<file path="src/sv/mssp_pkg.sv">
// Shared constants, register indexes and helper functions of the servo pulse sequencer.
package mssp_pkg;

  localparam int NUM_SERVOS  = 5;
  localparam int CHAN_W      = $clog2(NUM_SERVOS + 1);
  localparam int ANGLE_W     = 8;
  localparam int ORIGIN_W    = 16;
  localparam int STEP_W      = 8;
  localparam int PERIOD_W    = 16;
  localparam int LEN_W       = ORIGIN_W + 1;
  localparam int ELAPSED_W   = 20;
  localparam int APB_DATA_W  = 64;
  localparam int APB_ADDR_W  = 6;
  localparam int IN_DATA_W   = 8;
  localparam int OUT_DATA_W  = 16;

  localparam logic [CHAN_W-1:0]    IDLE_CODE   = CHAN_W'(NUM_SERVOS);
  localparam logic [ELAPSED_W-1:0] ELAPSED_MAX = '1;

  localparam logic [ORIGIN_W-1:0] ORIGIN_RESET = 16'd1000;
  localparam logic [STEP_W-1:0]   STEP_RESET   = 8'd5;
  localparam logic [PERIOD_W-1:0] PERIOD_RESET = 16'd20000;

  typedef enum logic [2:0] {
    RegAngles = 3'd0,
    RegEnable = 3'd1,
    RegOrigin = 3'd2,
    RegStep   = 3'd3,
    RegPeriod = 3'd4
  } reg_idx_t;

  typedef struct packed {
    logic                  frame_start;
    logic [CHAN_W-1:0]     active_channel;
    logic [NUM_SERVOS-1:0] pin_levels;
  } result_t;

  // Returns the lowest set bit position, or NUM_SERVOS when no bit is set.
  function automatic logic [CHAN_W-1:0] first_chan(input logic [NUM_SERVOS-1:0] m);
    logic [CHAN_W-1:0] idx;
    idx = IDLE_CODE;
    for (int i = NUM_SERVOS - 1; i >= 0; i--) begin
      if (m[i]) begin
        idx = CHAN_W'(i);
      end
    end
    return idx;
  endfunction

endpackage

</file>
<file path="src/sv/multiplexed_servo_pulse_sequencer.sv">
// Top level of the multiplexed servo pulse sequencer with its register port and result buffer.
//
//  channel   | direction | handshake               | payload
//  s_axis    | in        | s_axis_tvalid/tready    | tick_valid
//  m_axis    | out       | m_axis_tvalid/tready    | pin_levels, active_channel, frame_start
//  apb       | in        | psel/penable, pready=1  | five configuration registers
//
// Each tick transaction yields one result, registered in the output slot or, while it stalls,
// in the second slot; the next-segment logic (channel search, one 8x8 multiply, one saturating
// add) sits between the sequencer state registers and the result register.
// Synchronous reset clears the sequencer state and both result slots.
// A stalled output fills a second result slot; ready drops only while both are full.
module multiplexed_servo_pulse_sequencer
  import mssp_pkg::*;
(
  input  logic                  clk,
  input  logic                  rst,
  input  logic                  s_axis_tvalid,
  output logic                  s_axis_tready,
  input  logic [IN_DATA_W-1:0]  s_axis_tdata,   // [0] tick_valid, [7:1] zero
  output logic                  m_axis_tvalid,
  input  logic                  m_axis_tready,
  output logic [OUT_DATA_W-1:0] m_axis_tdata,   // [4:0] pin_levels, [7:5] active_channel,
                                                // [8] frame_start, [15:9] zero
  input  logic                  psel,
  input  logic                  penable,
  input  logic                  pwrite,
  input  logic [APB_ADDR_W-1:0] paddr,
  input  logic [APB_DATA_W-1:0] pwdata,
  output logic [APB_DATA_W-1:0] prdata,
  output logic                  pready
);

  logic [NUM_SERVOS-1:0][ANGLE_W-1:0] servo_angles;
  logic [NUM_SERVOS-1:0]              enable_mask;
  logic [ORIGIN_W-1:0]                pulse_origin;
  logic [STEP_W-1:0]                  pulse_step;
  logic [PERIOD_W-1:0]                frame_period;

  logic [CHAN_W-1:0]    current_channel, current_channel_next;
  logic [LEN_W-1:0]     countdown, countdown_next;
  logic [ELAPSED_W-1:0] frame_elapsed, frame_elapsed_next;
  logic                 in_gap, in_gap_next;

  logic    out_valid, skid_valid;
  result_t out_data, skid_data, result;

  logic [2:0] reg_sel;
  logic       cfg_write;
  logic       in_accept;
  logic       tick;

  assign pready    = 1'b1;
  assign reg_sel   = paddr[APB_ADDR_W-1:3];
  assign cfg_write = psel && penable && pwrite && pready;

  always_ff @(posedge clk) begin
    if (rst) begin
      servo_angles <= '0;
      enable_mask  <= '0;
      pulse_origin <= ORIGIN_RESET;
      pulse_step   <= STEP_RESET;
      frame_period <= PERIOD_RESET;
    end else if (cfg_write) begin
      unique case (reg_sel)
        RegAngles: servo_angles <= pwdata[NUM_SERVOS*ANGLE_W-1:0];
        RegEnable: enable_mask  <= pwdata[NUM_SERVOS-1:0];
        RegOrigin: pulse_origin <= pwdata[ORIGIN_W-1:0];
        RegStep:   pulse_step   <= pwdata[STEP_W-1:0];
        RegPeriod: frame_period <= pwdata[PERIOD_W-1:0];
        default: begin
        end
      endcase
    end
  end

  always_comb begin
    unique case (reg_sel)
      RegAngles: prdata = APB_DATA_W'(servo_angles);
      RegEnable: prdata = APB_DATA_W'(enable_mask);
      RegOrigin: prdata = APB_DATA_W'(pulse_origin);
      RegStep:   prdata = APB_DATA_W'(pulse_step);
      RegPeriod: prdata = APB_DATA_W'(frame_period);
      default:   prdata = '0;
    endcase
  end

  logic [NUM_SERVOS-1:0]       below_mask, from_mask;
  logic [CHAN_W-1:0]           ch_from, ch_any, pulse_ch, angle_idx;
  logic                        found_from, found_any, gap_ok, fresh;
  logic                        do_pulse, restart;
  logic [STEP_W+ANGLE_W-1:0]   pulse_prod;
  logic [LEN_W-1:0]            pulse_len, gap_len;
  logic [ELAPSED_W:0]          pulse_sum;
  logic                        frame_start;

  assign tick       = s_axis_tdata[0];
  assign below_mask = (NUM_SERVOS'(1) << current_channel) - NUM_SERVOS'(1);
  assign from_mask  = enable_mask & ~below_mask;
  assign ch_from    = first_chan(from_mask);
  assign ch_any     = first_chan(enable_mask);
  assign found_from = ch_from != IDLE_CODE;
  assign found_any  = ch_any != IDLE_CODE;
  assign gap_ok     = frame_elapsed < ELAPSED_W'(frame_period);
  assign fresh      = current_channel == '0;

  always_comb begin
    do_pulse    = 1'b0;
    restart     = 1'b0;
    pulse_ch    = ch_from;
    gap_len     = LEN_W'(1);
    frame_start = fresh;
    priority if (found_from) begin
      do_pulse = 1'b1;
    end else if (gap_ok) begin
      gap_len = LEN_W'(frame_period - frame_elapsed[PERIOD_W-1:0]);
    end else begin
      restart     = 1'b1;
      frame_start = 1'b1;
      do_pulse    = found_any;
      pulse_ch    = ch_any;
    end
  end

  assign angle_idx  = do_pulse ? pulse_ch : '0;
  assign pulse_prod = pulse_step * servo_angles[angle_idx];
  assign pulse_len  = LEN_W'(pulse_origin) + LEN_W'(pulse_prod);
  assign pulse_sum  = (restart ? (ELAPSED_W + 1)'(0) : (ELAPSED_W + 1)'(frame_elapsed))
                    + (ELAPSED_W + 1)'(pulse_len);

  always_comb begin
    current_channel_next = current_channel;
    countdown_next       = countdown;
    frame_elapsed_next   = frame_elapsed;
    in_gap_next          = in_gap;
    result.frame_start   = 1'b0;
    if (tick) begin
      if (countdown != '0) begin
        countdown_next = countdown - LEN_W'(1);
      end else begin
        result.frame_start = frame_start;
        if (do_pulse) begin
          frame_elapsed_next   = pulse_sum[ELAPSED_W] ? ELAPSED_MAX : pulse_sum[ELAPSED_W-1:0];
          countdown_next       = (pulse_len == '0) ? '0 : pulse_len - LEN_W'(1);
          current_channel_next = pulse_ch + CHAN_W'(1);
          in_gap_next          = 1'b0;
        end else begin
          frame_elapsed_next   = '0;
          countdown_next       = gap_len - LEN_W'(1);
          current_channel_next = '0;
          in_gap_next          = 1'b1;
        end
      end
    end
    if (!in_gap_next && current_channel_next != '0) begin
      result.active_channel = current_channel_next - CHAN_W'(1);
      result.pin_levels     = NUM_SERVOS'(1) << result.active_channel;
    end else begin
      result.active_channel = IDLE_CODE;
      result.pin_levels     = '0;
    end
  end

  assign s_axis_tready = !skid_valid;
  assign in_accept     = s_axis_tvalid && s_axis_tready;

  always_ff @(posedge clk) begin
    if (rst) begin
      current_channel <= '0;
      countdown       <= '0;
      frame_elapsed   <= '0;
      in_gap          <= 1'b0;
    end else if (in_accept) begin
      current_channel <= current_channel_next;
      countdown       <= countdown_next;
      frame_elapsed   <= frame_elapsed_next;
      in_gap          <= in_gap_next;
    end
  end

  always_ff @(posedge clk) begin
    if (rst) begin
      out_valid  <= 1'b0;
      skid_valid <= 1'b0;
    end else if (m_axis_tready || !out_valid) begin
      if (skid_valid) begin
        out_valid  <= 1'b1;
        skid_valid <= 1'b0;
      end else begin
        out_valid <= in_accept;
      end
    end else if (in_accept) begin
      skid_valid <= 1'b1;
    end
  end

  always_ff @(posedge clk) begin
    if (m_axis_tready || !out_valid) begin
      out_data <= skid_valid ? skid_data : result;
    end else if (in_accept) begin
      skid_data <= result;
    end
  end

  assign m_axis_tvalid = out_valid;
  assign m_axis_tdata  = OUT_DATA_W'(out_data);

endmodule

</file>
<file path="config.mk">
export PLATFORM = sky130hd
export DESIGN_NAME = multiplexed_servo_pulse_sequencer
export DESIGN_NICKNAME = d
export VERILOG_FILES = /design/src/sv/mssp_pkg.sv /design/src/sv/multiplexed_servo_pulse_sequencer.sv
export SDC_FILE = /design/constraint.sdc
export NUM_CORES = 1
export LEC_CHECK = 0
export BUFFER_PORTS_ARGS = -buffer_cell sky130_fd_sc_hd__buf_4
export CORE_ASPECT_RATIO = 0.75
export CORE_MARGIN = 1.5
export CORE_UTILIZATION = 35
export CTS_CLUSTER_DIAMETER = 150
export CTS_CLUSTER_SIZE = 20
export DETAILED_ROUTE_END_ITERATION = 10
export HOLD_SLACK_MARGIN = 0.15
export PLACE_DENSITY_LB_ADDON = 0.3
export SLEW_MARGIN = 20
export SYNTH_ARGS = -nofsm -noshare
export SYNTH_HDL_FRONTEND = slang
export SYNTH_SLANG_ARGS = --single-unit
</file>
<file path="constraint.sdc">
create_clock -name clk -period 18.7 [get_ports clk]
set_input_delay 2.805 -clock clk [delete_from_list [all_inputs] [get_ports clk]]
set_output_delay 2.805 -clock clk [all_outputs]
set_load 0.02 [all_outputs]
</file>
# Word-level counts from Yosys, hierarchy flattened
# Index checks and enable logic that the tools add are counted.
# W data, S select, Z words.
# totals
ff_bits	146
inputBits	85
output_inout_bits	83
# classes
eq_ne	6
magnitude_cmp	2
n_mul	1
n_bitwise	4
n_reduce_logical	22
n_addsub	9
n_shift	2
n_mux	41
# op_table
cell	n
$pmux W40 S5	1
$mux W17	5
$mux W20	3
$sub A17 B1 Y17 const B	3
$mux W3	14
$bmux W8 S3	1
$add A20 B17 Y21	1
$lt A20 B16 Y1	1
$add A16 B16 Y17	1
$logic_not A17 Y1	1
$reduce_bool A17 Y1	1
$sub A16 B16 Y17	1
$mul A8 B8 Y16	1
$mux W8	2
$mux W1	14
$reduce_and A2 Y1	7
$shl A1 B3 Y5 const A	2
$mux W9	1
$eq A3 B2 Y1 const B	2
$logic_not A3 Y1	2
$ne A3 B3 Y1 const B	2
$and A5 B5 Y5	1
$not A5 Y5	1
$sub A5 B2 Y5 const B	1
12 further kinds	18

# Logic depth before layout (Yosys ltp)
# depth
depth_word	20
ltp_mapped	40
depth_no_buf	38

# Worst setup path before layout
# Ideal clock, no wire load.
# synth_path
kind	reg-to-reg
from	register current_channel[2]
to	register frame_elapsed[18]
arrival_time_ns	8.567
stages_incl_launch_ff	37
period_less_slack_ns	8.636
setup_ns	0.069
setup_slack_ns	10.064
path_cell_list	dfxtp_1 clkbuf_1 or3_1 ha_1 nand2b_1 o221ai_1 a31oi_1 a221oi_1 nand3_4 buf_2 a221oi_1 a211oi_1 a21oi_2 nor2b_1 fa_1 inv_1 fa_1 inv_1 fa_1 inv_1 fa_1 inv_1 ha_1 or3_1 o211a_1 nor3_1 nor2_1 ha_1 o21a_1 o21ai_0 o21ai_0 nor2_1 o31ai_1 nand3_1 a2111oi_0 o21ai_0 o21ai_1
# synth_between
elab_chain_cells	19
# synth_lines
element	line_no	text
start: declaration	multiplexed_servo_pulse_sequencer.sv:40	logic [CHAN_W-1:0] current_channel, current_channel_next;
start signal: assignment	multiplexed_servo_pulse_sequencer.sv:174	current_channel <= current_channel_next;
$shl A1 B3 Y5 (*)	multiplexed_servo_pulse_sequencer.sv:98	assign below_mask = (NUM_SERVOS'(1) << current_channel) - NUM_SERVOS'(1);
$sub A5 B2 Y5 (*)	multiplexed_servo_pulse_sequencer.sv:98	
$not A5 Y5 (*)	multiplexed_servo_pulse_sequencer.sv:99	assign from_mask = enable_mask & ~below_mask;
$and A5 B5 Y5 (*)	multiplexed_servo_pulse_sequencer.sv:99	
$mux W1	mssp_pkg.sv:43	if (m[i]) begin
$mux W3 (3 in series)	mssp_pkg.sv:43	
$mux W3 (*)	mssp_pkg.sv:43	
$ne A3 B3 Y1 or $mux W3 (tied branches)	multiplexed_servo_pulse_sequencer.sv:102, multiplexed_servo_pulse_sequencer.sv:115	
$mux W3 or $mux W1 (tied branches)	multiplexed_servo_pulse_sequencer.sv:113	priority if (found_from) begin
$mux W3	multiplexed_servo_pulse_sequencer.sv:125	assign angle_idx = do_pulse ? pulse_ch : '0;
$bmux W8 S3	multiplexed_servo_pulse_sequencer.sv:126	assign pulse_prod = pulse_step * servo_angles[angle_idx];
$mux W8 (not written as such)	multiplexed_servo_pulse_sequencer.sv:126	
$mul A8 B8 Y16	multiplexed_servo_pulse_sequencer.sv:126	
$add A16 B16 Y17	multiplexed_servo_pulse_sequencer.sv:127	assign pulse_len = LEN_W'(pulse_origin) + LEN_W'(pulse_prod);
$add A20 B17 Y21	multiplexed_servo_pulse_sequencer.sv:129	+ (ELAPSED_W + 1)'(pulse_len);
$mux W20	multiplexed_servo_pulse_sequencer.sv:143	frame_elapsed_next = pulse_sum[ELAPSED_W] ? ELAPSED_MAX : pulse_sum[ELAPSED_W-1:0];
$mux W20 (*)	multiplexed_servo_pulse_sequencer.sv:142	if (do_pulse) begin
end signal: assignment	multiplexed_servo_pulse_sequencer.sv:176	frame_elapsed <= frame_elapsed_next;
end: declaration	multiplexed_servo_pulse_sequencer.sv:42	logic [ELAPSED_W-1:0] frame_elapsed, frame_elapsed_next;
# Mark *: on every way between the ends. The rest lies on a longest branch, timed or not. The select of a mux whose other input is x is not followed.
# A chain may end at the register's enable or synchronous reset.

# Worst setup path in the final report
# layout_path
from	register current_channel[2]
to	register frame_elapsed[12]
# The elaborated chain is that of the path after synthesis.

==> summary.md <==
| Metric | Value |
|---|---|
| Clk buf depth | `2` |
| Post-cts gate resize count | `0` |
| Post-Route Skew | `16.3 ps` |
| Gr ovfl total | `0` |
| Io pins | `168` |
| CTS sink count | `146` |
| Die ar. | `38,100 sq um` |
| GRT Resource Usage Total | `22.0%` |
| Cell at the slowest stage of the critical path | `a221oi_1` |
| Yosys top cell by area | `dfxtp_1` |
| Peak Freq | `0.0848 GHz` |
| Clk pwr share | `33.7%` |
| Vias/cell | `5.40` |
| Commonest cells post-synth | `nand2_1, inv_1, a21oi_1, dfxtp_1, nor2_1` |
| Int Pwr | `663 uW` |
| DR WL/cell | `18.7 um` |
| Tightest Pin Transition | `1110 ps` |
| Main synth FF type | `dfxtp_1` |
| Max-cap violation count | `0` |
| Cell row count | `60` |
| Largest cells by area after synthesis | `dfxtp_1, ha_1, fa_1, nand2_1, a21oi_1` |
| Synth Cell Area | `12,900 sq um` |
| Initial Utilization | `35.8%` |
| Final Setup Violations | `0` |
| Comb power frac | `32.9%` |
| Crit end category | `flip-flop` |
| Final routed DRC violation total | `0` |
| WP data arrival | `12,180 ps` |
| Pin count of the biggest net entering global routing | `96` |
| Number of synthesis warnings | `0` |
| Vias in the first global route | `11,400` |
| Seq/Total Area, Yosys | `24.0%` |
| Worst setup margin | `6910 ps` |
| Syn avg cell area | `7.80 sq um` |
| Peak supply drop | `0.0000670 V` |
| Final Hold Viols | `0` |
| RSZ-0062 raised after global routing | `false` |
| Distinct cells, synth | `83` |
| Core Region | `36,100 sq um` |
| Final #Nets | `1,948` |
| Leakage | `6.20 nW` |
| Place WS | `7180 ps` |
| Initial DRT Pass Iterations | `5` |
| Synth async-reset ratio | `0%` |
| Flop pwr share | `33.4%` |
| Root Buffer | `clkbuf_16` |
| Synth Instances | `1,658` |
| Cell family with most CP delay | `simple AND/OR/NAND/NOR gates` |
| Final core utilization | `40.5%` |
| Final min period | `11,790 ps` |
| Layout area overhead | `13.2%` |
| Post-DP HPWL | `31.9 mm` |
| WP data required | `19,090 ps` |
| Final TNS setup | `0 ps` |
| Crit Path Category | `reg -> reg` |
| Slew Limit Headroom | `25.9%` |
| CTS Buf Count | `17` |
| Detailed Route Iter0 Violations | `1,228` |
| Most common cell in the netlist | `nand2_1` |
| FF+latch count, synth | `146` |
| I/O Buffers | `101` |
| CP Launch Type | `flip-flop` |
| Slew Limit Fails | `0` |
| Crit-path max cell delay | `860 ps` |
| WL final | `41.5 mm` |
| WP buf/inv | `5` |
| Routability cong. | `0.956` |
| Initial antenna violation count | `0` |
| Post-synth EDFFs | `18` |
| Die H | `169 um` |
| Post-route ant nets | `0` |
| Status | `complete, no violations` |
| Final period util | `63.0%` |
| Cell area power density | `72.0 nW/um^2` |
| Die span in x | `225 um` |
| CTS tree | `done` |
| # Post-CTS Setup Buffers | `0` |
| H-tree depth | `4` |
| Via count | `12,000` |
| HP Class | `reg -> reg` |
| Antenna cells | `0` |
| Layout cells sized above 1 | `10.8%` |
| Sw Pwr | `391 uW` |
| Hold_buf cts | `0` |
| Skew-Pair Late Insertion Delay | `450 ps` |
| Net Sw Frac | `37.1%` |
| First-pass GRT wire length | `64.8 mm` |
| Clock-pin transition on the worst setup and hold timing paths | `70 ps` |
| Crit path max fanout | `16` |
| Area fraction of the dominant cell type after synthesis | `19.8%` |
-- metrics by stage --
step | hold WS [ps] | cell area, sq um | std cells | total power, mW
floorplan | 435 | 13000 | 1688 | 0.611
global placement | 451 | 14000 | 2191 | 0.690
detailed placement | 453 | 14000 | 2191 | 0.695
CTS | 462 | 14600 | 2223 | 1.05
global route | 491 | 14600 | 2224 | 1.11
finish | 465 | 14600 | 2224 | 1.05
-- power groups by stage --
stage	Sequential [mW]	Clock [mW]	Combinational (mW)
2_1_floorplan	0.358	0	0.253
3_3_place_gp	0.358	0	0.332
3_5_place_dp	0.359	0	0.336
4_1_cts	0.352	0.359	0.339
5_1_grt	0.355	0.370	0.381
6_report	0.353	0.355	0.347
-- final timing paths --
kind                                    startpoint                end  slack [ps]  cells after the start
worst max-delay path            current_channel[2]  frame_elapsed[12]        6910                     33
worst min-delay path              frame_elapsed[1]   frame_elapsed[1]         470                      2
worst max register to register  current_channel[2]  frame_elapsed[12]        6910                     33
worst min register to register    frame_elapsed[1]   frame_elapsed[1]         470                      2
-- logic make-up after synthesis --
kind of cell               Yosys count  synth area share, %
muxes                               52                 4.11
xor gates and xnor gates            64                 4.34
adders and majority gates          148                 17.4
and+or+nand+nor                    580                 21.3
other                                2               0.0581
buffers and inverters              270                 8.82
DFF                                146                 24.0
AOI/OAI and AO/OA                  396                 20.0
-- layer usage --
| metal | global-route usage [%] | vias to the layer above | part of all wire [%] | wire length (um) |
|---|---|---|---|---|
| li1 | - | 5727 | - | - |
| met1 | 33.5 | 5854 | 50 | 20600 |
| met2 | 32.1 | 387 | 42 | 17500 |
| met3 | 4.03 | 36 | 7.1 | 2930 |
| met4 | 4.38 | 0 | 1.1 | 471 |
| met5 | 0 | - | 0 | 0 |
-- tightest hold or removal path, cell delays in order (launching register included) --
cell	delay (ps)
dfxtp_1	330
nand2_1	60
nand2_1	40
-- sequential cells by signal, indices dropped and copies added, names as in the netlist --
register and count:
countdown 17, current_channel 3, enable_mask 5, frame_elapsed 20, frame_period 16, in_gap 1
m_axis_tdata 9, m_axis_tvalid 1, pulse_origin 16, pulse_step 8, servo_angles 40, skid_data 9
skid_valid 1
-- placed cells by master, fill, tap and decap left out, types with 7 or more instances in the layout --
cell / Yosys / routed
nand2_1: 234 / 234
inv_1: 163 / 163
a21oi_1: 130 / 130
dfxtp_1: 128 / 128
buf_4: 32 / 113
nor2_1: 111 / 111
ha_1: 95 / 95
o21ai_0: 64 / 64
fa_1: 53 / 53
nor2b_1: 43 / 43
mux2i_1: 43 / 43
and2_1: 43 / 43
xnor2_1: 38 / 38
conb_1: 2 / 32
nand3_1: 28 / 28
nand2b_1: 27 / 27
xor2_1: 26 / 26
nor3_1: 27 / 25
a21o_1: 23 / 23
a211oi_1: 22 / 22
o211ai_1: 20 / 20
a31oi_1: 19 / 19
clkbuf_16: 0 / 18
edfxtp_1: 18 / 18
a221oi_1: 15 / 14
nor4_1: 13 / 12
o21a_1: 12 / 12
or3_1: 11 / 11
and3_1: 9 / 9
nand4_1: 9 / 9
mux2_2: 9 / 9
o22ai_1: 8 / 8
o31ai_1: 7 / 7
-- final cells by class --
cell class	instances	area [sq um]
fillers	3743	21500
flip-flops and latches	146	3100
clock inverters	12	121
clock buffers	20	468
well taps	496	621
multi-input cells	1272	8830
repair buffers	114	876
inverters	164	616
No activity file was read; power rests on OpenSTA's default activity.
